File: config.mk
export PLATFORM = sky130hd
export DESIGN_NAME = compass_response_frame_parser
export DESIGN_NICKNAME = d
export VERILOG_FILES = /design/src/hdl/crp_pkg.sv /design/src/hdl/compass_response_frame_parser.sv /design/src/hdl/crp_crc16.sv /design/src/hdl/crp_frame_seq.sv /design/src/hdl/crp_payload.sv
export SDC_FILE = /design/constraint.sdc
export NUM_CORES = 1
export LEC_CHECK = 0
export ABC_AREA = 1
export BUFFER_PORTS_ARGS = -buffer_cell sky130_fd_sc_hd__buf_2
export CAP_MARGIN = 20
export CORE_MARGIN = 5
export CORE_UTILIZATION = 25
export DETAILED_ROUTE_END_ITERATION = 8
export PLACE_DENSITY = 0.41
export SLEW_MARGIN = 20
export SYNTH_ARGS = -nofsm -noshare
export SYNTH_HDL_FRONTEND = slang
export SYNTH_HIERARCHICAL = 1
export SYNTH_SLANG_ARGS = --single-unit
export TNS_END_PERCENT = 20
File: constraint.sdc
create_clock -name clk -period 13.35 [get_ports clk]
set_clock_uncertainty 0.1 [all_clocks]
set_input_delay 2.67 -clock clk [delete_from_list [all_inputs] [get_ports clk]]
set_output_delay 2.67 -clock clk [all_outputs]
set_load 0.01 [all_outputs]
File: src/hdl/crp_pkg.sv
`timescale 1ns / 1ps
package crp_pkg;

  typedef enum logic [1:0] {
    KIND_DATA    = 2'd0,
    KIND_INFO    = 2'd1,
    KIND_UNKNOWN = 2'd2,
    KIND_SHORT   = 2'd3
  } kind_t;

  localparam logic [2:0] CFG_DATA_ID    = 3'd0;
  localparam logic [2:0] CFG_INFO_ID    = 3'd1;
  localparam logic [2:0] CFG_HEAD_CODE  = 3'd2;
  localparam logic [2:0] CFG_PITCH_CODE = 3'd3;
  localparam logic [2:0] CFG_ROLL_CODE  = 3'd4;

  localparam logic [7:0] DATA_ID_RST    = 8'd5;
  localparam logic [7:0] INFO_ID_RST    = 8'd2;
  localparam logic [7:0] HEAD_CODE_RST  = 8'd5;
  localparam logic [7:0] PITCH_CODE_RST = 8'd24;
  localparam logic [7:0] ROLL_CODE_RST  = 8'd25;

  localparam logic [15:0] MIN_FRAME_LEN = 16'd5;
  localparam logic [15:0] HDR_BYTES     = 16'd3;
  localparam logic [15:0] INFO_BYTES    = 16'd8;
  localparam logic [15:0] CRC_POLY      = 16'h1021;
  localparam logic [2:0]  LAST_PHASE    = 3'd4;

  // payload word handed from the frame sequencer to the payload unit
  typedef struct packed {
    logic        frame_start;
    logic        pay_en;
    logic [15:0] offset;
    logic [7:0]  data;
    logic        is_data;
    logic        is_info;
  } pay_t;

  // end-of-frame report
  typedef struct packed {
    logic  emit;
    kind_t kind;
    logic  crc_ok;
  } evt_t;

endpackage

File: src/hdl/compass_response_frame_parser.sv
`timescale 1ns / 1ps
// Compass response frame parser.
// in_*  : one received byte per word (in_rx_byte), valid/ready.
// out_* : one result word per frame, given at the last checksum byte, or at the
//         second length byte when the length is below five (kind short).
//         Words carry the kept heading/pitch/roll, their update flags for this
//         frame, the module type/revision and the checksum verdict.
// cfg_* : register writes (cfg_index, cfg_data), always ready; write only while
//         the parser is idle. Unknown indexes are ignored.
// A byte taken is held in the input register until it advances; a result it causes
// is then registered in the result register and shown on out_* from there.
// Throughput: one byte per cycle while no result is held stalled; the byte-wise crc
// update and the entry decode both settle in the single stage after the input register.
// When the receiver stalls with a result held, the input register still takes
// one byte; further bytes wait until the result is taken.
// Reset (rst_n low, synchronous) clears all stores and flags, returns the
// frame position to the first length byte and restores the register defaults.
module compass_response_frame_parser (
  input  logic        clk,
  input  logic        rst_n,
  input  logic        in_valid,
  output logic        in_ready,
  input  logic [7:0]  in_rx_byte,
  output logic        out_valid,
  input  logic        out_ready,
  output logic [1:0]  out_frame_kind,
  output logic [31:0] out_heading_word,
  output logic [31:0] out_pitch_word,
  output logic [31:0] out_roll_word,
  output logic        out_heading_new,
  output logic        out_pitch_new,
  output logic        out_roll_new,
  output logic [31:0] out_module_type,
  output logic [31:0] out_module_revision,
  output logic        out_crc_ok,
  input  logic        cfg_valid,
  output logic        cfg_ready,
  input  logic [2:0]  cfg_index,
  input  logic [7:0]  cfg_data
);

  logic        in_valid_r;
  logic [7:0]  in_byte_r;
  logic        advance;

  logic [7:0]  data_id_r;
  logic [7:0]  info_id_r;
  logic [7:0]  head_code_r;
  logic [7:0]  pitch_code_r;
  logic [7:0]  roll_code_r;

  crp_pkg::pay_t pay;
  crp_pkg::evt_t evt;

  logic [31:0] heading;
  logic [31:0] pitch;
  logic [31:0] roll;
  logic [31:0] mod_type;
  logic [31:0] mod_rev;
  logic [2:0]  marks;

  logic        out_valid_r;
  logic [1:0]  kind_r;
  logic [31:0] head_out_r;
  logic [31:0] pitch_out_r;
  logic [31:0] roll_out_r;
  logic [2:0]  marks_out_r;
  logic [31:0] type_out_r;
  logic [31:0] rev_out_r;
  logic        crc_ok_r;

  // a byte moves on when the result register is free or being emptied
  assign advance   = in_valid_r && (!out_valid_r || out_ready);
  assign in_ready  = !in_valid_r || advance;
  assign cfg_ready = 1'b1;

  always_ff @(posedge clk) begin
    if (!rst_n) begin
      in_valid_r <= 1'b0;
    end else if (in_valid && in_ready) begin
      in_valid_r <= 1'b1;
    end else if (advance) begin
      in_valid_r <= 1'b0;
    end
  end

  always_ff @(posedge clk) begin
    if (in_valid && in_ready) begin
      in_byte_r <= in_rx_byte;
    end
  end

  always_ff @(posedge clk) begin
    if (!rst_n) begin
      data_id_r    <= crp_pkg::DATA_ID_RST;
      info_id_r    <= crp_pkg::INFO_ID_RST;
      head_code_r  <= crp_pkg::HEAD_CODE_RST;
      pitch_code_r <= crp_pkg::PITCH_CODE_RST;
      roll_code_r  <= crp_pkg::ROLL_CODE_RST;
    end else if (cfg_valid) begin
      unique case (cfg_index)
        crp_pkg::CFG_DATA_ID:    data_id_r    <= cfg_data;
        crp_pkg::CFG_INFO_ID:    info_id_r    <= cfg_data;
        crp_pkg::CFG_HEAD_CODE:  head_code_r  <= cfg_data;
        crp_pkg::CFG_PITCH_CODE: pitch_code_r <= cfg_data;
        crp_pkg::CFG_ROLL_CODE:  roll_code_r  <= cfg_data;
        default: ;
      endcase
    end
  end

  crp_frame_seq u_seq (
    .clk     (clk),
    .rst_n   (rst_n),
    .step    (advance),
    .rx_b    (in_byte_r),
    .data_id (data_id_r),
    .info_id (info_id_r),
    .pay     (pay),
    .evt     (evt)
  );

  crp_payload u_payload (
    .clk        (clk),
    .rst_n      (rst_n),
    .pay        (pay),
    .head_code  (head_code_r),
    .pitch_code (pitch_code_r),
    .roll_code  (roll_code_r),
    .heading    (heading),
    .pitch      (pitch),
    .roll       (roll),
    .mod_type   (mod_type),
    .mod_rev    (mod_rev),
    .marks      (marks)
  );

  always_ff @(posedge clk) begin
    if (!rst_n) begin
      out_valid_r <= 1'b0;
    end else if (evt.emit) begin
      out_valid_r <= 1'b1;
    end else if (out_ready) begin
      out_valid_r <= 1'b0;
    end
  end

  // stores are not touched by the byte that closes a frame
  always_ff @(posedge clk) begin
    if (evt.emit) begin
      kind_r      <= evt.kind;
      crc_ok_r    <= evt.crc_ok;
      head_out_r  <= heading;
      pitch_out_r <= pitch;
      roll_out_r  <= roll;
      marks_out_r <= marks;
      type_out_r  <= mod_type;
      rev_out_r   <= mod_rev;
    end
  end

  assign out_valid           = out_valid_r;
  assign out_frame_kind      = kind_r;
  assign out_heading_word    = head_out_r;
  assign out_pitch_word      = pitch_out_r;
  assign out_roll_word       = roll_out_r;
  assign out_heading_new     = marks_out_r[0];
  assign out_pitch_new       = marks_out_r[1];
  assign out_roll_new        = marks_out_r[2];
  assign out_module_type     = type_out_r;
  assign out_module_revision = rev_out_r;
  assign out_crc_ok          = crc_ok_r;

endmodule

File: src/hdl/crp_crc16.sv
`timescale 1ns / 1ps
module crp_crc16 (
  input  logic [15:0] crc_in,
  input  logic [7:0]  data_in,
  output logic [15:0] crc_out
);

  logic [15:0] c;

  // msb-first, one bit per step
  always_comb begin
    c = crc_in ^ {data_in, 8'h00};
    for (int i = 0; i < 8; i++) begin
      if (c[15]) begin
        c = {c[14:0], 1'b0} ^ crp_pkg::CRC_POLY;
      end else begin
        c = {c[14:0], 1'b0};
      end
    end
    crc_out = c;
  end

endmodule

File: src/hdl/crp_frame_seq.sv
`timescale 1ns / 1ps
module crp_frame_seq (
  input  logic              clk,
  input  logic              rst_n,
  input  logic              step,
  input  logic [7:0]        rx_b,
  input  logic [7:0]        data_id,
  input  logic [7:0]        info_id,
  output crp_pkg::pay_t     pay,
  output crp_pkg::evt_t     evt
);

  logic [15:0] pos_r, pos_nxt;
  logic [15:0] len_r, len_nxt;
  logic [7:0]  ident_r, ident_nxt;
  logic [15:0] crc_r, crc_nxt;
  logic [7:0]  chk_hi_r, chk_hi_nxt;

  logic [15:0] crc_seed;
  logic [15:0] crc_upd;
  logic [16:0] pos_plus2;
  logic [16:0] len_ext;
  logic [15:0] full_len;
  logic        is_data;
  logic        is_info;

  assign crc_seed  = (pos_r == 16'd0) ? 16'd0 : crc_r;
  assign pos_plus2 = {1'b0, pos_r} + 17'd2;
  assign len_ext   = {1'b0, len_r};
  assign full_len  = {len_r[15:8], rx_b};
  assign is_data   = (ident_r == data_id);
  assign is_info   = !is_data && (ident_r == info_id);

  crp_crc16 u_crc (
    .crc_in  (crc_seed),
    .data_in (rx_b),
    .crc_out (crc_upd)
  );

  always_comb begin
    pos_nxt          = pos_r;
    len_nxt          = len_r;
    ident_nxt        = ident_r;
    crc_nxt          = crc_r;
    chk_hi_nxt       = chk_hi_r;
    pay.frame_start  = 1'b0;
    pay.pay_en       = 1'b0;
    pay.offset       = pos_r - crp_pkg::HDR_BYTES;
    pay.data         = rx_b;
    pay.is_data      = is_data;
    pay.is_info      = is_info;
    evt.emit         = 1'b0;
    evt.kind         = crp_pkg::KIND_SHORT;
    evt.crc_ok       = 1'b0;
    if (step) begin
      priority if (pos_r == 16'd0) begin
        crc_nxt         = crc_upd;
        len_nxt         = {rx_b, 8'h00};
        pos_nxt         = 16'd1;
        pay.frame_start = 1'b1;
      end else if (pos_r == 16'd1) begin
        crc_nxt = crc_upd;
        len_nxt = full_len;
        if (full_len < crp_pkg::MIN_FRAME_LEN) begin
          pos_nxt  = 16'd0;
          evt.emit = 1'b1;
        end else begin
          pos_nxt = 16'd2;
        end
      end else if (pos_r == 16'd2) begin
        crc_nxt   = crc_upd;
        ident_nxt = rx_b;
        pos_nxt   = 16'd3;
      end else if (pos_plus2 < len_ext) begin
        crc_nxt    = crc_upd;
        pay.pay_en = 1'b1;
        pos_nxt    = pos_r + 16'd1;
      end else if (pos_plus2 == len_ext) begin
        chk_hi_nxt = rx_b;
        pos_nxt    = pos_r + 16'd1;
      end else begin
        pos_nxt    = 16'd0;
        evt.emit   = 1'b1;
        evt.crc_ok = ({chk_hi_r, rx_b} == crc_r);
        priority if (is_data) begin
          evt.kind = crp_pkg::KIND_DATA;
        end else if (is_info) begin
          evt.kind = crp_pkg::KIND_INFO;
        end else begin
          evt.kind = crp_pkg::KIND_UNKNOWN;
        end
      end
    end
  end

  always_ff @(posedge clk) begin
    if (!rst_n) begin
      pos_r    <= '0;
      len_r    <= '0;
      ident_r  <= '0;
      crc_r    <= '0;
      chk_hi_r <= '0;
    end else begin
      pos_r    <= pos_nxt;
      len_r    <= len_nxt;
      ident_r  <= ident_nxt;
      crc_r    <= crc_nxt;
      chk_hi_r <= chk_hi_nxt;
    end
  end

endmodule

File: src/hdl/crp_payload.sv
`timescale 1ns / 1ps
module crp_payload (
  input  logic          clk,
  input  logic          rst_n,
  input  crp_pkg::pay_t pay,
  input  logic [7:0]    head_code,
  input  logic [7:0]    pitch_code,
  input  logic [7:0]    roll_code,
  output logic [31:0]   heading,
  output logic [31:0]   pitch,
  output logic [31:0]   roll,
  output logic [31:0]   mod_type,
  output logic [31:0]   mod_rev,
  output logic [2:0]    marks
);

  logic [7:0]  total_r, total_nxt;
  logic [7:0]  done_r, done_nxt;
  logic [2:0]  phase_r, phase_nxt;
  logic [7:0]  code_r, code_nxt;
  logic [23:0] shift_r, shift_nxt;
  logic [31:0] head_r, head_nxt;
  logic [31:0] pitch_r, pitch_nxt;
  logic [31:0] roll_r, roll_nxt;
  logic [31:0] type_r, type_nxt;
  logic [31:0] rev_r, rev_nxt;
  logic [2:0]  marks_r, marks_nxt;

  logic [31:0] value;
  logic [4:0]  lane_lsb;

  assign value    = {shift_r, pay.data};
  // first byte of each group lands in the top byte
  assign lane_lsb = {~pay.offset[1:0], 3'b000};

  always_comb begin
    total_nxt = total_r;
    done_nxt  = done_r;
    phase_nxt = phase_r;
    code_nxt  = code_r;
    shift_nxt = shift_r;
    head_nxt  = head_r;
    pitch_nxt = pitch_r;
    roll_nxt  = roll_r;
    type_nxt  = type_r;
    rev_nxt   = rev_r;
    marks_nxt = pay.frame_start ? 3'b000 : marks_r;
    if (pay.pay_en && pay.is_data) begin
      priority if (pay.offset == 16'd0) begin
        total_nxt = pay.data;
        done_nxt  = '0;
        phase_nxt = '0;
      end else if (phase_r == 3'd0) begin
        code_nxt  = pay.data;
        shift_nxt = '0;
        phase_nxt = 3'd1;
      end else begin
        shift_nxt = value[23:0];
        if (phase_r >= crp_pkg::LAST_PHASE) begin
          phase_nxt = '0;
          if (done_r < total_r) begin
            if (code_r == head_code) begin
              head_nxt     = value;
              marks_nxt[0] = 1'b1;
            end
            if (code_r == pitch_code) begin
              pitch_nxt    = value;
              marks_nxt[1] = 1'b1;
            end
            if (code_r == roll_code) begin
              roll_nxt     = value;
              marks_nxt[2] = 1'b1;
            end
            done_nxt = done_r + 8'd1;
          end
        end else begin
          phase_nxt = phase_r + 3'd1;
        end
      end
    end else if (pay.pay_en && pay.is_info && (pay.offset < crp_pkg::INFO_BYTES)) begin
      if (pay.offset[2]) begin
        rev_nxt[lane_lsb +: 8] = pay.data;
      end else begin
        type_nxt[lane_lsb +: 8] = pay.data;
      end
    end
  end

  always_ff @(posedge clk) begin
    if (!rst_n) begin
      total_r <= '0;
      done_r  <= '0;
      phase_r <= '0;
      code_r  <= '0;
      shift_r <= '0;
      head_r  <= '0;
      pitch_r <= '0;
      roll_r  <= '0;
      type_r  <= '0;
      rev_r   <= '0;
      marks_r <= '0;
    end else begin
      total_r <= total_nxt;
      done_r  <= done_nxt;
      phase_r <= phase_nxt;
      code_r  <= code_nxt;
      shift_r <= shift_nxt;
      head_r  <= head_nxt;
      pitch_r <= pitch_nxt;
      roll_r  <= roll_nxt;
      type_r  <= type_nxt;
      rev_r   <= rev_nxt;
      marks_r <= marks_nxt;
    end
  end

  assign heading  = head_r;
  assign pitch    = pitch_r;
  assign roll     = roll_r;
  assign mod_type = type_r;
  assign mod_rev  = rev_r;
  assign marks    = marks_r;

endmodule

==> impl_metrics.csv <==
group,metric,value,unit
critical_path,r2r_slack,8.25,ns
power_and_ir_drop,pwr-share-comb,0.057,
timing,min_period,6.49,ns
timing,worst_pin_slew,1.09,ns
critical_path,worstRegToRegCells,23,
outcome,status,"completed",
grt,grt_max_degree,166,
clock_tree,cts.clk_slew.worst_paths,0.06,ns
power_and_ir_drop,leakage,10.7,nW
clock_tree,htree_levels,2,
place,dp.cells,3960,
timing,slew_headroom,0.274,
timing,tns,0,ns
detailed_routing,vias,17200,
synthesis,synth_area_leader_cell,"dfxtp_1",
power_and_ir_drop,p_sw,0.000792,W
detailed_routing,avgViaCountPerCell,4.23,
place,place_ws,6.16,ns
place,place_hpwl,43.5,mm
grt,grt.busiest_layer,"met2",
grt,use_met1,0.184,
timing,fmax,154,MHz
synthesis,synth_area,21800,um2
detailed_routing,totalWireLength,63.9,mm
cells_and_area,synthToLayoutAreaGrowth,17.4,%
grt,track_usage,0.133,
floorplan,die_w,305,um
power_and_ir_drop,p_seq_frac,0.477,
cells_and_area,fill_cells,9338,
timing,fin_crit_sh,0.486,
critical_path,path_class,"in -> reg",
power_and_ir_drop,power_density,129,nW/um2
grt,antenna_found_initial,2,
timing,rsz0062_at_grt,"false",
critical_path,regToRegStartpoint,"u_seq/pos_r[1]",
floorplan,initial_core_util,0.252,
floorplan,dieArea,93200,um2
clock_tree,clockBufferDepth,3,
synthesis,yosysSeqAreaShare,0.533,
cells_and_area,layout.cells.non_filler,4063,
clock_tree,hold_buffers,0,
synthesis,synth.distinct_cells,41,
synthesis,ys_warn_count,6,
cells_and_area,layout-drive-gt1-share,0.130,
cells_and_area,multi_input_area,8330,um2
clock_tree,cts_tree,"built",
power_and_ir_drop,ir_drop,94.7,uV
grt,use_met2,0.218,
floorplan,core,86600,um2
power_and_ir_drop,p_int,0.00252,W
synthesis,netlist_instances,2715,
hold_path,hp-start,"u_payload/pitch[2]",
clock_tree,cts_buffers,54,
job,cap_violations,0,
critical_path,crit_arrival,6.94,ns
timing,hold_viol_final,0,
grt,grt-ovfl-total,0,
critical_path,start_kind,"input pin",
synthesis,syn-num-nets,2775,
detailed_routing,wire_per_inst,15.7,um
critical_path,worst_ep_required_time,13.80,ns
synthesis,synth_seq_cells,494,
grt,met3_usage,0.0224,
synthesis,synth_top_cell_area_share,0.294,
floorplan,die_h,305,um
critical_path,crit_fanout,38,
clock_tree,cts_resized,0,
detailed_routing,drt-pass1-iter-count,5,
clock_tree,cts.sinks,494,
timing,layout_setup_ws,6.86,ns
hold_path,whs_endpoint,"out_pitch_word[2]",
floorplan,rows,108,
floorplan,pin_count,193,
power_and_ir_drop,p_clk_frac,0.466,
timing,drv_slew,0,
detailed_routing,ant_nets,0,
detailed_routing,drt_iter0_markers,1073,
detailed_routing,drc_errors,0,
cells_and_area,nets,2921,
hold_path,hold_path_class,"reg -> reg",
power_and_ir_drop,swShare,0.239,
hold_path,hold_path_depth,0,
grt,grt_pass1_wl,100,mm
synthesis,synth.avg_cell_area,8.03,um2
cells_and_area,ff_latch_area,11600,um2
place,gp_congestion,0.804,
clock_tree,clock_insertion_delay_worst_skew,0.62,ns
place,numPortBuffers,191,
clock_tree,cts_setup_buffers,0,
clock_tree,cts_root_buf,"clkbuf_16",
critical_path,reg2reg_to,"u_payload/marks[0]",
synthesis,synthTopCellsByArea,"dfxtp_1 (29%), edfxtp_1 (24%), nand2_1 (11%)",
critical_path,end_kind,"flip-flop",
timing,setup_viol,0,
grt,grt_pass1_vias,16700,
-- worst max-delay path by stage --
stage                          from              endpoint  slack, ns
final                     out_ready    u_payload/marks[0]       6.86
after global routing      out_ready  u_payload/heading[4]       6.41
after CTS                 out_ready    u_payload/marks[0]       6.83
after detailed placement  out_ready    u_payload/marks[0]       6.16
after global placement    out_ready    u_payload/marks[0]       6.35
after floorplan           out_ready        marks_out_r[0]       1.35
-- power by group through the flow --
stage	combinational (W)	clock, W	sequential (W)
after CTS	0.000194	0.00160	0.00158
after global routing	0.000216	0.00165	0.00158
after detailed placement	0.000194	0	0.00161
after global placement	0.000195	0	0.00161
final	0.000189	0.00154	0.00158
after floorplan	0.000126	0	0.00161
-- placed cells by master (no fill, tap or decap), types with 30 or more instances in the layout --
| cell | synthesis | layout |
|---|---|---|
| nand3_1 | 135 | 135 |
| nor3_1 | 30 | 30 |
| o21ai_0 | 47 | 47 |
| edfxtp_1 | 174 | 174 |
| inv_1 | 306 | 306 |
| buf_2 | 25 | 190 |
| a21oi_1 | 136 | 135 |
| dfxtp_1 | 320 | 320 |
| ha_1 | 36 | 36 |
| nor2_1 | 487 | 486 |
| nand2_1 | 658 | 658 |
| xor2_1 | 51 | 51 |
| clkbuf_16 | 0 | 55 |
| nand4_1 | 86 | 86 |
-- worst max-delay path: stages --
cell      delay (ns)
buf_2           0.08
inv_1           0.06
a21boi_2        0.11
buf_4           0.38
nand2_2         0.22
nor2_2          0.61
inv_1           0.22
nor2_1          0.26
nand2_1         0.18
inv_1           0.19
nand2_4         0.22
inv_2           0.55
nand2_1         0.19
nor2_4          0.72
inv_1           0.09
a21oi_1         0.15
-- cells in the mapped netlist --
master    count
clkbuf_1     46
nand4_1      86
nor2b_1       1
nand3_1     135
nand2_1     658
nor4_1        4
edfxtp_1    174
o21ai_1      15
ha_1         36
o22ai_1       2
nor2_4        9
nand2_4       2
inv_2        17
nand3_2       5
buf_6         6
xor2_1       51
nand3_4       2
buf_2        25
o31ai_1       1
a21oi_1     136
a21boi_0      1
o21bai_1      1
nor2_2       13
nor2_1      487
buf_1        14
nor3_1       30
or2_2         3
o21ai_0      47
a21oi_2       4
buf_4        31
conb_1        1
nand2_2      20
nand3b_1      8
clkinv_1      1
xnor2_1       9
inv_1       306
a21o_1        1
dfxtp_1     320
o211ai_1      3
nor3_4        2
o21ai_2       2
-- layer usage --
layer | vias up | wire (um)
met5 | - | 13
met4 | 2 | 1420
met3 | 83 | 2560
met2 | 304 | 29100
met1 | 7880 | 30800
li1 | 8917 | -
-- state kept, by name (all words and copies together) (netlist names), 24 cells and up --
signal	count
out_heading_word	32
out_module_revision	32
out_module_type	32
out_pitch_word	32
out_roll_word	32
u_payload/heading	32
u_payload/mod_rev	32
u_payload/mod_type	32
u_payload/pitch	32
u_payload/roll	32
u_payload/shift_r	24
-- cells by family (layout without fill, tap and decap cells) --
kind of cell               Yosys count  count (layout)  share of synthesized area
adders and majority gates           36              36                     0.0207
xor gates and xnor gates            60              60                     0.0241
and+or+nand+nor                   1465            1465                      0.285
DFF                                494             494                      0.533
buffers and inverters              446             638                     0.0856
other                                1               2                   0.000172
AOI/OAI and AO/OA                  213             213                     0.0508
-- per-stage QoR --
stage / hold WS, ns / power (W) / cell area (um2) / util
2_1_floorplan: 0.308 / 0.00174 / 21800 / -
3_3_place_gp: 0.315 / 0.00180 / 23800 / 0.274
3_5_place_dp: 0.315 / 0.00180 / 23800 / 0.274
4_1_cts: 0.315 / 0.00337 / 25600 / 0.295
5_1_grt: 0.333 / 0.00345 / 25600 / 0.295
6_report: 0.312 / 0.00331 / 25600 / 0.295
-- cell type report --
cell class,count,area share
Antenna cell,1,0.0000978
Timing Repair Buffer,212,0.0442
Inverter,324,0.0475
Multi-Input combinational cell,1775,0.326
Sequential cell,494,0.454
Clock buffer,73,0.0592
Clock inverter,29,0.0125
Tap cell,1155,0.0565
(Power assumes the default switching activity.)
